**src/rtl/core/tdk_pkg.sv**
```systemverilog
// Time-of-day keeper package: register indexes, operation codes, day length
// and the reciprocal constants for the divide by 1000.
// Depends on nothing; every other file of the block uses it.
`timescale 1ns / 1ps
`default_nettype none

package tdk_pkg;

   localparam int unsigned CSR_IDX_W = 2;
   localparam int unsigned CSR_DATA_W = 16;

   typedef enum logic [CSR_IDX_W-1:0] {
      CSR_CONSUMER_EN = 2'd0,
      CSR_PRODUCER_EN = 2'd1,
      CSR_INTERVAL    = 2'd2
   } csr_index_type;

   localparam logic OP_FRAME = 1'b0;
   localparam logic OP_TICK  = 1'b1;

   localparam logic [3:0]  STAMP_LEN = 4'd6;
   localparam logic [27:0] STAMP_MS_MASK = 28'hFFF_FFFF;
   localparam logic [28:0] DAY_MS = 29'd86_400_000;

   localparam logic [19:0] US_PER_MS = 20'd1000;
   localparam int unsigned RECIP_SHIFT = 30;
   localparam logic [20:0] RECIP_1000 = 21'd1_073_742;

   typedef struct packed {
      logic [9:0]  adv_ms;
      logic [9:0]  residual;
      logic [28:0] ms;
      logic [15:0] days;
   } advance_type;

endpackage

`default_nettype wire

```
**src/rtl/core/tdk_if.sv**
```systemverilog
// Channel interfaces of the time-of-day keeper: request, response and
// register write. Depends on tdk_pkg for the register port widths.
`timescale 1ns / 1ps
`default_nettype none

interface tdk_req_if;
   logic        valid;
   logic        ready;
   logic        operation;
   logic [3:0]  frame_length;
   logic [31:0] frame_ms;
   logic [15:0] frame_days;
   logic        node_active;
   logic [19:0] elapsed_us;

   modport source (output valid, operation, frame_length, frame_ms, frame_days,
                   node_active, elapsed_us, input ready);
   modport sink (input valid, operation, frame_length, frame_ms, frame_days,
                 node_active, elapsed_us, output ready);
endinterface

interface tdk_rsp_if;
   logic        valid;
   logic        ready;
   logic        stamp_taken;
   logic [28:0] time_ms;
   logic [15:0] time_days;
   logic        send_frame;

   modport source (output valid, stamp_taken, time_ms, time_days, send_frame,
                   input ready);
   modport sink (input valid, stamp_taken, time_ms, time_days, send_frame,
                 output ready);
endinterface

interface tdk_csr_if;
   logic                              valid;
   logic                              ready;
   logic [tdk_pkg::CSR_IDX_W-1:0]     index;
   logic [tdk_pkg::CSR_DATA_W-1:0]    data;

   modport source (output valid, index, data, input ready);
   modport sink (input valid, index, data, output ready);
endinterface

`default_nettype wire

```
**src/rtl/core/tdk_advance.sv**
```systemverilog
// Clock advance for one tick: elapsed plus residual split into whole ms and
// a new residual by reciprocal multiply, then add with one midnight rollover.
// Depends on tdk_pkg.
`timescale 1ns / 1ps
`default_nettype none

module tdk_advance (
   input  logic [28:0]               clock_ms,
   input  logic [15:0]               clock_days,
   input  logic [9:0]                residual,
   input  logic [19:0]               elapsed_us,
   output tdk_pkg::advance_type      result
);

   logic [19:0] total_us;
   logic [40:0] product;
   logic [9:0]  adv_ms;
   logic [19:0] whole_us;
   logic [19:0] rem_us;
   logic [28:0] ms_sum;

   always_comb begin
      total_us = elapsed_us + {10'b0, residual};
      product  = {21'b0, total_us} * {20'b0, tdk_pkg::RECIP_1000};
      adv_ms   = product[tdk_pkg::RECIP_SHIFT +: 10];
      whole_us = {10'b0, adv_ms} * tdk_pkg::US_PER_MS;
      rem_us   = total_us - whole_us;
      ms_sum   = clock_ms + {19'b0, adv_ms};

      result.adv_ms   = adv_ms;
      result.residual = rem_us[9:0];
      if (ms_sum >= tdk_pkg::DAY_MS) begin
         result.ms   = ms_sum - tdk_pkg::DAY_MS;
         result.days = clock_days + 16'd1;
      end else begin
         result.ms   = ms_sum;
         result.days = clock_days;
      end
   end

endmodule

`default_nettype wire

```
**src/rtl/core/time_of_day_keeper.sv**
```systemverilog
// Time-of-day keeper top level: input register, state update, result register
// and register file. Depends on tdk_pkg, tdk_if and tdk_advance.
//
//   channel   dir  handshake      contents
//   req_if    in   valid/ready    operation, frame fields, node_active, elapsed_us
//   rsp_if    out  valid/ready    stamp_taken, time_ms, time_days, send_frame
//   csr_if    in   valid/ready    register index, write data (always ready)
//
// One request per cycle sustained while rsp_if.ready holds high; a response passes
// through the input register, then the result register, before it is valid.
// The tick arithmetic (divide by 1000, add, rollover) is combinational logic.
// Reset clears all time state, the pending stamp and the registers.
// A stalled response holds the result register; the input register still
// takes one more request, then req_if.ready drops.
`timescale 1ns / 1ps
`default_nettype none

module time_of_day_keeper #(
   parameter int unsigned MAX_ELAPSED_US = 1000000
) (
   input  logic        clock,
   input  logic        reset,
   tdk_req_if.sink     req_if,
   tdk_rsp_if.source   rsp_if,
   tdk_csr_if.sink     csr_if
);

   localparam logic [19:0] MaxElapsed = 20'(MAX_ELAPSED_US);

   logic        consumer_en_ff, producer_en_ff;
   logic [15:0] interval_ff;

   logic        in_valid_ff, in_valid_in;
   logic        in_op_ff;
   logic [3:0]  in_len_ff;
   logic [31:0] in_ms_ff;
   logic [15:0] in_days_ff;
   logic        in_active_ff;
   logic [19:0] in_elapsed_ff;

   logic [31:0] pending_ms_ff, pending_ms_in;
   logic [15:0] pending_days_ff, pending_days_in;
   logic        pending_flag_ff, pending_flag_in;
   logic [28:0] clock_ms_ff, clock_ms_in;
   logic [15:0] clock_days_ff, clock_days_in;
   logic [9:0]  residual_ff, residual_in;
   logic [16:0] prod_count_ff, prod_count_in;

   logic        out_valid_ff, out_valid_in;
   logic        out_taken_ff, out_taken_in;
   logic        out_send_ff, out_send_in;

   logic        req_fire, proc_go;
   logic [19:0] elapsed_sat;
   logic [9:0]  adv_ms;
   tdk_pkg::advance_type adv;

   assign req_fire      = req_if.valid & req_if.ready;
   assign proc_go       = in_valid_ff & (~out_valid_ff | rsp_if.ready);
   assign req_if.ready  = ~in_valid_ff | proc_go;
   assign csr_if.ready  = 1'b1;
   assign in_valid_in   = req_fire | (in_valid_ff & ~proc_go);
   assign out_valid_in  = proc_go | (out_valid_ff & ~rsp_if.ready);
   assign elapsed_sat   = (in_elapsed_ff > MaxElapsed) ? MaxElapsed : in_elapsed_ff;

   tdk_advance u_advance (
      .clock_ms   (clock_ms_ff),
      .clock_days (clock_days_ff),
      .residual   (residual_ff),
      .elapsed_us (elapsed_sat),
      .result     (adv)
   );

   always_comb begin
      pending_ms_in   = pending_ms_ff;
      pending_days_in = pending_days_ff;
      pending_flag_in = pending_flag_ff;
      clock_ms_in     = clock_ms_ff;
      clock_days_in   = clock_days_ff;
      residual_in     = residual_ff;
      prod_count_in   = prod_count_ff;
      out_taken_in    = 1'b0;
      out_send_in     = 1'b0;
      adv_ms          = 10'd0;
      if (in_op_ff == tdk_pkg::OP_FRAME) begin
         if (in_len_ff == tdk_pkg::STAMP_LEN) begin
            pending_ms_in   = in_ms_ff;
            pending_days_in = in_days_ff;
            pending_flag_in = 1'b1;
         end
      end else begin
         pending_flag_in = 1'b0;
         if (in_active_ff && consumer_en_ff && pending_flag_ff) begin
            clock_ms_in   = {1'b0, pending_ms_ff[27:0] & tdk_pkg::STAMP_MS_MASK};
            clock_days_in = pending_days_ff;
            residual_in   = 10'd0;
            out_taken_in  = 1'b1;
         end else if (elapsed_sat != 20'd0) begin
            adv_ms        = adv.adv_ms;
            clock_ms_in   = adv.ms;
            clock_days_in = adv.days;
            residual_in   = adv.residual;
         end
         if (in_active_ff && producer_en_ff && (interval_ff != 16'd0)) begin
            if (prod_count_ff >= {1'b0, interval_ff}) begin
               prod_count_in = prod_count_ff - {1'b0, interval_ff};
               out_send_in   = 1'b1;
            end else begin
               prod_count_in = prod_count_ff + {7'b0, adv_ms};
            end
         end else begin
            prod_count_in = {1'b0, interval_ff};
         end
      end
   end

   always_ff @(posedge clock) begin
      if (reset) begin
         consumer_en_ff <= 1'b0;
         producer_en_ff <= 1'b0;
         interval_ff    <= 16'd0;
      end else if (csr_if.valid) begin
         unique case (csr_if.index)
            tdk_pkg::CSR_CONSUMER_EN: consumer_en_ff <= csr_if.data[0];
            tdk_pkg::CSR_PRODUCER_EN: producer_en_ff <= csr_if.data[0];
            tdk_pkg::CSR_INTERVAL:    interval_ff    <= csr_if.data;
            default: ;
         endcase
      end
   end

   always_ff @(posedge clock) begin
      if (reset) begin
         in_valid_ff  <= 1'b0;
         out_valid_ff <= 1'b0;
      end else begin
         in_valid_ff  <= in_valid_in;
         out_valid_ff <= out_valid_in;
      end
   end

   always_ff @(posedge clock) begin
      if (req_fire) begin
         in_op_ff      <= req_if.operation;
         in_len_ff     <= req_if.frame_length;
         in_ms_ff      <= req_if.frame_ms;
         in_days_ff    <= req_if.frame_days;
         in_active_ff  <= req_if.node_active;
         in_elapsed_ff <= req_if.elapsed_us;
      end
   end

   always_ff @(posedge clock) begin
      if (reset) begin
         pending_ms_ff   <= 32'd0;
         pending_days_ff <= 16'd0;
         pending_flag_ff <= 1'b0;
         clock_ms_ff     <= 29'd0;
         clock_days_ff   <= 16'd0;
         residual_ff     <= 10'd0;
         prod_count_ff   <= 17'd0;
      end else if (proc_go) begin
         pending_ms_ff   <= pending_ms_in;
         pending_days_ff <= pending_days_in;
         pending_flag_ff <= pending_flag_in;
         clock_ms_ff     <= clock_ms_in;
         clock_days_ff   <= clock_days_in;
         residual_ff     <= residual_in;
         prod_count_ff   <= prod_count_in;
      end
   end

   always_ff @(posedge clock) begin
      if (proc_go) begin
         out_taken_ff <= out_taken_in;
         out_send_ff  <= out_send_in;
      end
   end

   logic [28:0] out_ms_ff;
   logic [15:0] out_days_ff;

   always_ff @(posedge clock) begin
      if (proc_go) begin
         out_ms_ff   <= clock_ms_in;
         out_days_ff <= clock_days_in;
      end
   end

   assign rsp_if.valid       = out_valid_ff;
   assign rsp_if.stamp_taken = out_taken_ff;
   assign rsp_if.time_ms     = out_ms_ff;
   assign rsp_if.time_days   = out_days_ff;
   assign rsp_if.send_frame  = out_send_ff;

   a_residual_range: assert property (@(posedge clock) disable iff (reset)
      residual_ff < 10'd1000)
      else $error("residual out of range");

   a_tick_clears_pending: assert property (@(posedge clock) disable iff (reset)
      (proc_go && in_op_ff == tdk_pkg::OP_TICK) |=> !pending_flag_ff)
      else $error("pending stamp survived a tick");

   a_taken_clock: assert property (@(posedge clock) disable iff (reset)
      (proc_go && out_taken_in) |=> (out_taken_ff && residual_ff == 10'd0
                                     && clock_ms_ff[28] == 1'b0))
      else $error("stamp load did not reach the clock");

   a_reset_idle: assert property (@(posedge clock)
      $past(reset) |-> (!out_valid_ff && !in_valid_ff))
      else $error("valid after reset");

endmodule

`default_nettype wire

```
**src/flat_wrapper.sv**
```systemverilog
// flat-port wrapper written by rule: the top's interface ports become plain ports
module time_of_day_keeper_flat 
#(
   parameter int unsigned MAX_ELAPSED_US = 1000000
)
  (clock, reset, req_if_valid, req_if_operation, req_if_frame_length, req_if_frame_ms, req_if_frame_days, req_if_node_active, req_if_elapsed_us, req_if_ready, rsp_if_valid, rsp_if_stamp_taken, rsp_if_time_ms, rsp_if_time_days, rsp_if_send_frame, rsp_if_ready, csr_if_valid, csr_if_index, csr_if_data, csr_if_ready);
  tdk_req_if req_if_i ();
  tdk_rsp_if rsp_if_i ();
  tdk_csr_if csr_if_i ();
  input  logic clock;
  input  logic reset;
  input wire logic [$bits(req_if_i.valid)-1:0] req_if_valid;
  input wire logic [$bits(req_if_i.operation)-1:0] req_if_operation;
  input wire logic [$bits(req_if_i.frame_length)-1:0] req_if_frame_length;
  input wire logic [$bits(req_if_i.frame_ms)-1:0] req_if_frame_ms;
  input wire logic [$bits(req_if_i.frame_days)-1:0] req_if_frame_days;
  input wire logic [$bits(req_if_i.node_active)-1:0] req_if_node_active;
  input wire logic [$bits(req_if_i.elapsed_us)-1:0] req_if_elapsed_us;
  output wire logic [$bits(req_if_i.ready)-1:0] req_if_ready;
  output wire logic [$bits(rsp_if_i.valid)-1:0] rsp_if_valid;
  output wire logic [$bits(rsp_if_i.stamp_taken)-1:0] rsp_if_stamp_taken;
  output wire logic [$bits(rsp_if_i.time_ms)-1:0] rsp_if_time_ms;
  output wire logic [$bits(rsp_if_i.time_days)-1:0] rsp_if_time_days;
  output wire logic [$bits(rsp_if_i.send_frame)-1:0] rsp_if_send_frame;
  input wire logic [$bits(rsp_if_i.ready)-1:0] rsp_if_ready;
  input wire logic [$bits(csr_if_i.valid)-1:0] csr_if_valid;
  input wire logic [$bits(csr_if_i.index)-1:0] csr_if_index;
  input wire logic [$bits(csr_if_i.data)-1:0] csr_if_data;
  output wire logic [$bits(csr_if_i.ready)-1:0] csr_if_ready;
  assign req_if_i.valid = req_if_valid;
  assign req_if_i.operation = req_if_operation;
  assign req_if_i.frame_length = req_if_frame_length;
  assign req_if_i.frame_ms = req_if_frame_ms;
  assign req_if_i.frame_days = req_if_frame_days;
  assign req_if_i.node_active = req_if_node_active;
  assign req_if_i.elapsed_us = req_if_elapsed_us;
  assign req_if_ready = req_if_i.ready;
  assign rsp_if_valid = rsp_if_i.valid;
  assign rsp_if_stamp_taken = rsp_if_i.stamp_taken;
  assign rsp_if_time_ms = rsp_if_i.time_ms;
  assign rsp_if_time_days = rsp_if_i.time_days;
  assign rsp_if_send_frame = rsp_if_i.send_frame;
  assign rsp_if_i.ready = rsp_if_ready;
  assign csr_if_i.valid = csr_if_valid;
  assign csr_if_i.index = csr_if_index;
  assign csr_if_i.data = csr_if_data;
  assign csr_if_ready = csr_if_i.ready;
  time_of_day_keeper #(.MAX_ELAPSED_US(MAX_ELAPSED_US)) u_core (.clock(clock), .reset(reset), .req_if(req_if_i), .rsp_if(rsp_if_i), .csr_if(csr_if_i));
endmodule
```
**config.mk**
```make
export PLATFORM = sky130hd
export DESIGN_NAME = time_of_day_keeper_flat
export DESIGN_NICKNAME = d
export VERILOG_FILES = /design/src/rtl/core/tdk_pkg.sv /design/src/rtl/core/tdk_if.sv /design/src/rtl/core/tdk_advance.sv /design/src/rtl/core/time_of_day_keeper.sv /design/src/flat_wrapper.sv
export SDC_FILE = /design/constraint.sdc
export NUM_CORES = 1
export LEC_CHECK = 0
export BUFFER_PORTS_ARGS = -buffer_cell sky130_fd_sc_hd__clkbuf_2
export CAP_MARGIN = 5
export CELL_PAD_IN_SITES_DETAIL_PLACEMENT = 0
export CELL_PAD_IN_SITES_GLOBAL_PLACEMENT = 1
export CORE_MARGIN = 3
export CORE_UTILIZATION = 48
export DETAILED_ROUTE_END_ITERATION = 8
export PLACE_DENSITY = 0.84
export SETUP_SLACK_MARGIN = 0.02
export SLEW_MARGIN = 20
export SYNTH_ARGS = -nofsm -noshare
export SYNTH_HDL_FRONTEND = slang
export SYNTH_SLANG_ARGS = --single-unit
```
**constraint.sdc**
```tcl
create_clock -name clock -period 17.7 [get_ports clock]
set_clock_uncertainty 0.2 [all_clocks]
set_input_delay 0 -clock clock [delete_from_list [all_inputs] [get_ports clock]]
set_output_delay 0 -clock clock [all_outputs]
set_load 0.02 [all_outputs]
```
==> out/qor.csv, run 1 <==
metric,value,unit
placer's final routability congestion estimate,0.9027,
Post-synth EDFFs,117,
HPWL after DPL,41510,um
number of gates resized after cts,0,
arrival time of the worst setup path,15990,ps
XOR/XNOR share of the synthesized area,4.098,%
effective utilization at floorplan,48.98,%
number of placed I/O pins,147,
required time of the critical path,17810,ps
gr ovfl total,0,
proportion of register bits with asynchronous set or reset after synthesis,0,%
r2r setup slk,1820,ps
synthesized area per cell,9.037,sq um
relative area change from synthesis to final layout,20.78,%
fraction of final layout cells with drive strength greater than 1,10.76,%
count of clock tree sinks,254,
number of placement rows,74,
total nets after synthesis,2658,
destination of the worst hold path,u_core.in_ms_ff[7],
unique cell type count in the Yosys netlist,106,
most used cells in the layout excluding fill and tap cells,"263 x sky130_fd_sc_hd__inv_1, 236 x sky130_fd_sc_hd__nand2_1, 235 x sky130_fd_sc_hd__ha_1",
compound-gate portion of the synthesized area,18.01,%
number of fill cells in the layout,3517,
Final min period,15880,ps
number of pins exceeding their max-slew limit in the final report,0,
design area,24370,sq um
area share of fa/ha/maj cells after synthesis,23.80,%
"Hold Violations, Final",0,
vias after detailed routing,17720,
predominant post-synthesis flop cell,sky130_fd_sc_hd__dfxtp_1,
vias in the first global route,18130,
"share of synthesized cell area in and, or, nand and nor gates",15.41,%
class of the tightest hold or removal check,primary input to flop,
number of antenna violations at the first check in global routing,1,
max incr delay on CP,830,ps
maximum root-to-sink buffer count,3,
min-delay src,req_if_frame_ms[7],
number of input and output port buffers inserted,141,
# nets final,2951,
Hold Path Cell Cnt,2,
number of warnings printed during yosys synthesis,0,
post-route fraction of the period consumed by the critical path,89.73,%
Overall Global Routing Usage,26.69,%
most frequent cell on the critical path,sky130_fd_sc_hd__ha_1,
Die ar.,44540,sq um
area of placed instances,21400,sq um
worst flop-to-flop path startpoint,u_core.in_elapsed_ff[1],
Clock Tree Root,sky130_fd_sc_hd__clkbuf_16,
count of maximum capacitance violations,0,
critical path type,flop to flop,
# Post-CTS Setup Buffers,0,
Post-Syn Instances,2233,
number of cells traversed by the worst register-to-register path,53,
endpoint of the worst register-to-register path,u_core.rsp_if.time_ms[11],
Final setup viols,0,
clock-pin slew on the worst setup and hold paths,60,ps
wire length of the first global-routing pass,95780,um
maximum number of pins on one net before global-route repair,85,
maximum fanout count along the critical path,21,
Hold Buf Count CTS,193,
number of storage elements in the synthesis netlist,254,
"leading cell type in the layout, fill and taps excluded",sky130_fd_sc_hd__inv_1,
Highest Clock Rate,62.97,MHz
number of DRC markers after the initial detailed-route iteration,1335,
post-route setup TNS,0,ps
number of buffers inserted during clock tree synthesis,28,
endpoint class of the critical path,flop,
critical-path cell with the highest stage delay,sky130_fd_sc_hd__a2111oi_0,
"Cell Area, Synth",20180,sq um
total number of H-tree levels,1,
status,"complete, no violations",
Detailed Routing Iterations Pass 1,6,
RSZ-0062 raised after global routing,false,
later-pin clock latency in the skew report,570,ps
number of nets still failing antenna checks after routing,0,
via density per instance,5.754,
Chip Width,211.0,um
core outline area,41200,sq um
worst slew margin relative to its limit,28.41,%
WL final,59850,um
DR WL/cell,19.43,um
proportion of synthesized chip area in sequential cells,31.00,%
largest family of logic cells by synthesized area,adder cells,
slew at the pin with the worst max-slew slack,1074,ps
portion of netlist area occupied by mux cells,0.7254,%
CTS tree,yes,
Die Ht,211.0,um
Remaining DRCs,0,
launching element type of the critical path,flop,
[worst max path at each step]
stage | startpoint | end | slack (ps) | depth (start not counted)
floorplan | u_core.in_elapsed_ff[0] | u_core.rsp_if.time_ms[15] | 4850 | 58
global placement | u_core.in_elapsed_ff[1] | u_core.rsp_if.time_ms[11] | 2240 | 52
detailed placement | u_core.in_elapsed_ff[0] | u_core.rsp_if.time_ms[11] | 2010 | 50
CTS | u_core.in_elapsed_ff[0] | u_core.rsp_if.time_ms[11] | 1910 | 53
global route | u_core.in_elapsed_ff[0] | u_core.rsp_if.time_ms[11] | 840 | 53
finish | u_core.in_elapsed_ff[1] | u_core.rsp_if.time_ms[11] | 1820 | 53
[cell usage after synthesis, drive strengths merged (20+ instances only)]
cell type,n,area (sq um)
nand3,56,292.8
edfxtp,117,3513
nand4,31,193.9
a21o,29,217.7
nor3,40,205.2
ha,235,2940
dfxtp,137,2743
o21ai,110,561.8
inv,263,987.2
and2,23,143.9
and3,30,192.7
nor2,121,454.2
clkbuf,84,316.6
a211oi,20,172.7
a21oi,180,930.9
xnor2,56,498.0
nand2,238,898.4
fa,93,1862
a31oi,22,152.7
nor4,25,202.7
xor2,35,306.5
a22oi,20,150.1
[stage by stage]
step / std cells / utilization, % / hold slack, ps / setup slack [ps]
floorplan: 2233 / - / -101.1 / 4854
global placement: 2835 / 51.93 / -22.25 / 2241
detailed placement: 2835 / 51.93 / -21.38 / 2012
CTS: 3079 / 59.10 / 0.4693 / 1907
global route: 3080 / 59.15 / 27.13 / 837.0
finish: 3080 / 59.15 / 22.63 / 1818
[state kept, by name, indices dropped and copies added (netlist names)]
name,cells
u_core.consumer_en_ff,1
u_core.in_op_ff,1
u_core.pending_ms_ff,28
u_core.rsp_if.valid,1
u_core.clock_days_ff,16
u_core.in_elapsed_ff,20
u_core.residual_ff,10
u_core.in_ms_ff,28
u_core.interval_ff,16
u_core.in_len_ff,4
u_core.pending_days_ff,16
u_core.producer_en_ff,1
u_core.rsp_if.stamp_taken,1
u_core.in_active_ff,1
u_core.clock_ms_ff,29
u_core.rsp_if.time_days,16
u_core.prod_count_ff,17
u_core.rsp_if.time_ms,29
u_core.rsp_if.send_frame,1
u_core.pending_flag_ff,1
u_core.in_valid_ff,1
u_core.in_days_ff,16
[cell type report]
cell class              instances  area, sq um  share of cell area [%]
diodes                          1        2.502                 0.01027
multi-input cells            1614        12570                   51.58
inverters                     265        994.7                   4.081
clock buffers                  34        805.8                   3.306
flip-flops and latches        254         6256                   25.67
clock inverters                17        219.0                  0.8984
well taps                     532        665.6                   2.731
repair buffers                363         2858                   11.73
[worst max-delay path: cells and delay by family, from the launching register on]
kind / cells / cell delay, ps
AO/OA/AOI/OAI: 21 / 6280
flip-flops: 1 / 400
AND/OR/NAND/NOR: 16 / 4050
XOR/XNOR: 2 / 410
buffers and inverters: 3 / 210
multiplexers: 1 / 380
adder cells (fa/ha/maj): 10 / 3640
[kinds of logic after synthesis]
kind of cell / count (synthesis)
multiplexers: 14
flip-flops: 254
AO/OA/AOI/OAI: 543
buffers and inverters: 365
AND/OR/NAND/NOR: 636
other: 1
XOR/XNOR: 92
adder cells (fa/ha/maj): 328
[metal layers]
metal	share of wire [%]	global-route usage, %	vias up
met4	3.2	8.707	0
met1	41	33.32	8582
li1	-	-	8480
met2	51	48.65	545
met5	0	0	-
met3	4.7	2.510	116
Power of run 1 is left out: the tool's default activity adds up to more than one toggle a clock period on the data nets, which glitch-free logic cannot reach.
==> inputs of run 2 (changes only) <==
--- a/config.mk
+++ b/config.mk
@@ -12,6 +12,7 @@
 export CORE_MARGIN = 3
 export CORE_UTILIZATION = 48
 export DETAILED_ROUTE_END_ITERATION = 8
+export MAX_ROUTING_LAYER = met4
 export PLACE_DENSITY = 0.84
 export SETUP_SLACK_MARGIN = 0.02
 export SLEW_MARGIN = 20
==> run 2 against run 1 <==
Net effect:
- flip-flop and latch count did not move
- first-iteration DRC count rose by 7.6%
- cell area fell by 0.60%
- critical path depth did not move
- highest routed layer unchanged
- routed wire length rose by 0.60%
- fmax fell by 1.0%
- cell count fell by 0.13%
- die area did not move
- largest cell class unchanged
- sequential share of layout area rose by 0.16 points
==> out/qor.csv, run 2 (synthesis gave the netlist of run 1 again) <==
metric,value,unit
Overall Global Routing Usage,27.77,%
total number of H-tree levels,1,
number of placement rows,74,
Detailed Routing Iterations Pass 1,5,
slew at the pin with the worst max-slew slack,1090,ps
wire length of the first global-routing pass,96260,um
number of DRC markers after the initial detailed-route iteration,1437,
number of pins exceeding their max-slew limit in the final report,0,
maximum number of pins on one net before global-route repair,71,
"leading cell type in the layout, fill and taps excluded",sky130_fd_sc_hd__inv_1,
Setup WS post-layout,1654,ps
fraction of final layout cells with drive strength greater than 1,10.58,%
Remaining DRCs,0,
Hold Buf Count CTS,191,
Final setup viols,0,
later-pin clock latency in the skew report,580,ps
HPWL after DPL,41830,um
number of nets still failing antenna checks after routing,0,
via density per instance,5.781,
number of buffers inserted during clock tree synthesis,28,
count of clock tree sinks,254,
post-route fraction of the period consumed by the critical path,90.66,%
DR WL/cell,19.57,um
required time of the critical path,17810,ps
# nets final,2945,
most used cells in the layout excluding fill and tap cells,"263 x sky130_fd_sc_hd__inv_1, 236 x sky130_fd_sc_hd__nand2_1, 235 x sky130_fd_sc_hd__ha_1",
arrival time of the worst setup path,16160,ps
post-route setup TNS,0,ps
Final min period,16050,ps
critical path type,flop to flop,
clock-pin slew on the worst setup and hold paths,60,ps
number of fill cells in the layout,3550,
tightest hold margin,15.62,ps
launching element type of the critical path,flop,
placer's final routability congestion estimate,0.9275,
max incr delay on CP,840,ps
# Post-CTS Setup Buffers,0,
core outline area,41200,sq um
Highest Clock Rate,62.32,MHz
Die Ht,211.0,um
WL final,60210,um
count of maximum capacitance violations,0,
"Hold Violations, Final",0,
CTS tree,yes,
critical-path cell with the highest stage delay,sky130_fd_sc_hd__xnor2_1,
Die ar.,44540,sq um
number of gates resized after cts,0,
RSZ-0062 raised after global routing,false,
number of input and output port buffers inserted,141,
number of placed I/O pins,147,
number of antenna violations at the first check in global routing,1,
Chip Width,211.0,um
status,"complete, no violations",
relative area change from synthesis to final layout,20.05,%
endpoint class of the critical path,flop,
gr ovfl total,0,
vias after detailed routing,17780,
maximum root-to-sink buffer count,3,
maximum fanout count along the critical path,21,
class of the tightest hold or removal check,primary input to flop,
vias in the first global route,18120,
effective utilization at floorplan,48.98,%
worst slack after detailed placement,1865,ps
Clock Tree Root,sky130_fd_sc_hd__clkbuf_16,
worst slew margin relative to its limit,26.84,%
run 2: path summary, 6_finish.rpt:
path	start	to	slack (ps)	depth (start not counted)
hold reg to reg	u_core.pending_days_ff[1]	u_core.pending_days_ff[1]	260	2
setup / recovery	u_core.in_elapsed_ff[0]	u_core.rsp_if.time_ms[11]	1650	53
setup reg to reg	u_core.in_elapsed_ff[0]	u_core.rsp_if.time_ms[11]	1650	53
hold / removal	req_if_frame_ms[6]	u_core.in_ms_ff[6]	20	2
run 2: metal layers:
| metal | part of all wire (%) | global-route usage, % |
|---|---|---|
| met3 | 5.0 | 2.391 |
| met5 | 0 | - |
| met1 | 41 | 34.07 |
| met4 | 3.5 | 9.746 |
| met2 | 50 | 48.27 |
run 2: cell type report:
| cell class | count | area [sq um] | area share, % |
|---|---|---|---|
| Multi-Input combinational cell | 1614 | 12580 | 51.92 |
| Sequential cell | 254 | 6256 | 25.82 |
| Antenna cell | 2 | 5.005 | 0.02066 |
| Tap cell | 532 | 665.6 | 2.748 |
| Timing Repair Buffer | 357 | 2808 | 11.59 |
| Clock inverter | 13 | 126.4 | 0.5216 |
| Clock buffer | 39 | 792.0 | 3.269 |
| Inverter | 265 | 994.7 | 4.106 |
run 2: metrics by stage:
step | instance area, sq um | util, % | instances
floorplan | 20180 | - | 2233
global placement | 21370 | 51.86 | 2831
detailed placement | 21370 | 51.86 | 2831
CTS | 24200 | 58.72 | 3074
global route | 24220 | 58.79 | 3075
finish | 24230 | 58.80 | 3076
run 2: worst max-delay path, delay by kind of cell, from the launching register on:
kind            cells  cell delay [ps]
compound gates     21             6260
xor+xnor            2             1130
fa+ha+maj           9             3660
buf+inv             5              310
flops               1              390
mux                 1              390
simple gates       15             3420
Power of run 2 is left out for the same reason.
==> inputs of run 3 (changes only) <==
--- a/config.mk
+++ b/config.mk
@@ -14,6 +14,7 @@
 export DETAILED_ROUTE_END_ITERATION = 8
 export MAX_ROUTING_LAYER = met4
 export PLACE_DENSITY = 0.84
+export REMOVE_ABC_BUFFERS = 1
 export SETUP_SLACK_MARGIN = 0.02
 export SLEW_MARGIN = 20
 export SYNTH_ARGS = -nofsm -noshare
==> run 3 against run 2 <==
Net effect:
- hold slack improved by 240 ps
- cell count increased by 0.75%
- flip-flop and latch count unchanged
- cell area increased by 0.77%
- largest cell class unchanged
- global-route usage decreased by 0.24 points
- utilization increased by 0.46 points
- register-to-register slack improved by 70 ps
- non-clock buffer count increased by 27
- critical path depth decreased by 1
- clock-buffer cell count decreased by 7
- die area unchanged
- fmax increased by 0.43%
==> out/qor.csv, run 3 (synthesis gave the netlist of run 1 again) <==
metric,value,unit
number of placement rows,74,
count of clock tree sinks,254,
number of pins exceeding their max-slew limit in the final report,0,
via density per instance,5.739,
Die ar.,44540,sq um
effective utilization at floorplan,48.98,%
required time of the critical path,17800,ps
relative area change from synthesis to final layout,20.98,%
clock-pin slew on the worst setup and hold paths,60,ps
most used cells in the layout excluding fill and tap cells,"263 x sky130_fd_sc_hd__inv_1, 236 x sky130_fd_sc_hd__nand2_1, 235 x sky130_fd_sc_hd__ha_1",
post-route fraction of the period consumed by the critical path,90.27,%
met2 track demand over resource in global routing,43.46,%
# nets final,2971,
# diodes,0,
placer's final routability congestion estimate,0.9460,
Overall Global Routing Usage,27.52,%
area used by multi-input combinational logic,12550,sq um
later-pin clock latency in the skew report,590,ps
critical path type,flop to flop,
CTS tree,yes,
number of nets still failing antenna checks after routing,0,
Detailed Routing Iterations Pass 1,5,
critical-path cell with the highest stage delay,sky130_fd_sc_hd__a21oi_2,
Chip Width,211.0,um
class of the tightest hold or removal check,flop to flop,
RSZ-0062 raised after global routing,false,
status,"complete, no violations",
DR WL/cell,19.33,um
number of input and output port buffers inserted,141,
maximum number of pins on one net before global-route repair,71,
Final min period,15980,ps
gr ovfl total,0,
vias in the first global route,17760,
Die Ht,211.0,um
number of fill cells in the layout,3494,
number of buffers inserted during clock tree synthesis,27,
HPWL after DPL,40840,um
WL final,59920,um
endpoint class of the critical path,flop,
Remaining DRCs,0,
Highest Clock Rate,62.59,MHz
flip-flop and latch area,6256,sq um
count of maximum capacitance violations,0,
tightest hold margin,256.2,ps
met3 global-route usage,4.574,%
number of DRC markers after the initial detailed-route iteration,1350,
"Hold Violations, Final",0,
maximum fanout count along the critical path,17,
"leading cell type in the layout, fill and taps excluded",sky130_fd_sc_hd__inv_1,
most frequent cell on the critical path,sky130_fd_sc_hd__ha_1,
core outline area,41200,sq um
arrival time of the worst setup path,16080,ps
worst slew margin relative to its limit,28.85,%
Clock Tree Root,sky130_fd_sc_hd__clkbuf_16,
Final setup viols,0,
vias after detailed routing,17790,
grt met1 use,37.53,%
slew at the pin with the worst max-slew slack,1064,ps
r2r setup slk,1720,ps
number of antenna violations at the first check in global routing,0,
highest-utilization routing layer at the global route stage,met2,
max incr delay on CP,780,ps
wire length of the first global-routing pass,95810,um
post-route setup TNS,0,ps
launching element type of the critical path,flop,
number of placed I/O pins,147,
fraction of final layout cells with drive strength greater than 1,10.56,%
total number of H-tree levels,1,
maximum root-to-sink buffer count,3,
[run 3: changes by cell type in the layout (fill, tap and decap cells not counted), moves of 2 or more]
cell / change
sky130_fd_sc_hd__buf_4: +5
sky130_fd_sc_hd__clkbuf_1: -4
sky130_fd_sc_hd__clkbuf_8: -3
sky130_fd_sc_hd__clkinv_1: +3
sky130_fd_sc_hd__clkinvlp_4: +2
sky130_fd_sc_hd__diode_2: -2
sky130_fd_sc_hd__dlygate4sd3_1: +22
[run 3: path summary, 6_finish.rpt]
kind                                               start                         to  cells past startpoint
worst max-delay path             u_core.in_elapsed_ff[0]  u_core.rsp_if.time_ms[11]                     52
worst min-delay path            u_core.pending_ms_ff[19]   u_core.pending_ms_ff[19]                      2
worst max register to register   u_core.in_elapsed_ff[0]  u_core.rsp_if.time_ms[11]                     52
worst min register to register  u_core.pending_ms_ff[19]   u_core.pending_ms_ff[19]                      2
[run 3: final cells by class]
type                            instances  area share (%)
Multi-Input combinational cell       1614           51.42
Sequential cell                       254           25.63
Timing Repair Buffer                  384           12.56
Inverter                              265           4.074
Clock buffer                           32           3.014
Tap cell                              532           2.727
Clock inverter                         18          0.5843
[run 3: repair_timing]
action | 4_1_cts | 5_1_grt
hold endpoints to repair | 120 | 0
hold buffers | 213 | 0
resized for setup | 0 | 0
buffers inserted | 0 | 0
[run 3: layer usage]
layer / wire, um / share of wire (%)
met1: 27310 / 46
met3: 3918 / 6.5
met4: 1300 / 2.2
met5: 0 / 0
met2: 27390 / 46
[run 3: critical path: cells and delay by family (launching register included)]
| family | cells | cell delay [ps] |
|---|---|---|
| DFF | 1 | 400 |
| xor gates and xnor gates | 1 | 290 |
| adders and majority gates | 9 | 3370 |
| muxes | 1 | 390 |
| AOI/OAI and AO/OA | 23 | 6960 |
| buffers and inverters | 4 | 570 |
| and+or+nand+nor | 14 | 3480 |
[run 3: through the flow]
stage	worst slack, ps	std cells	utilization, %	area (sq um)
CTS	1909	3099	59.25	24410
global placement	2217	2836	51.95	21400
floorplan	4686	2133	-	19770
finish	1722	3099	59.25	24410
detailed placement	1996	2836	51.95	21400
global route	668.1	3099	59.25	24410
Power of run 3 is left out for the same reason.
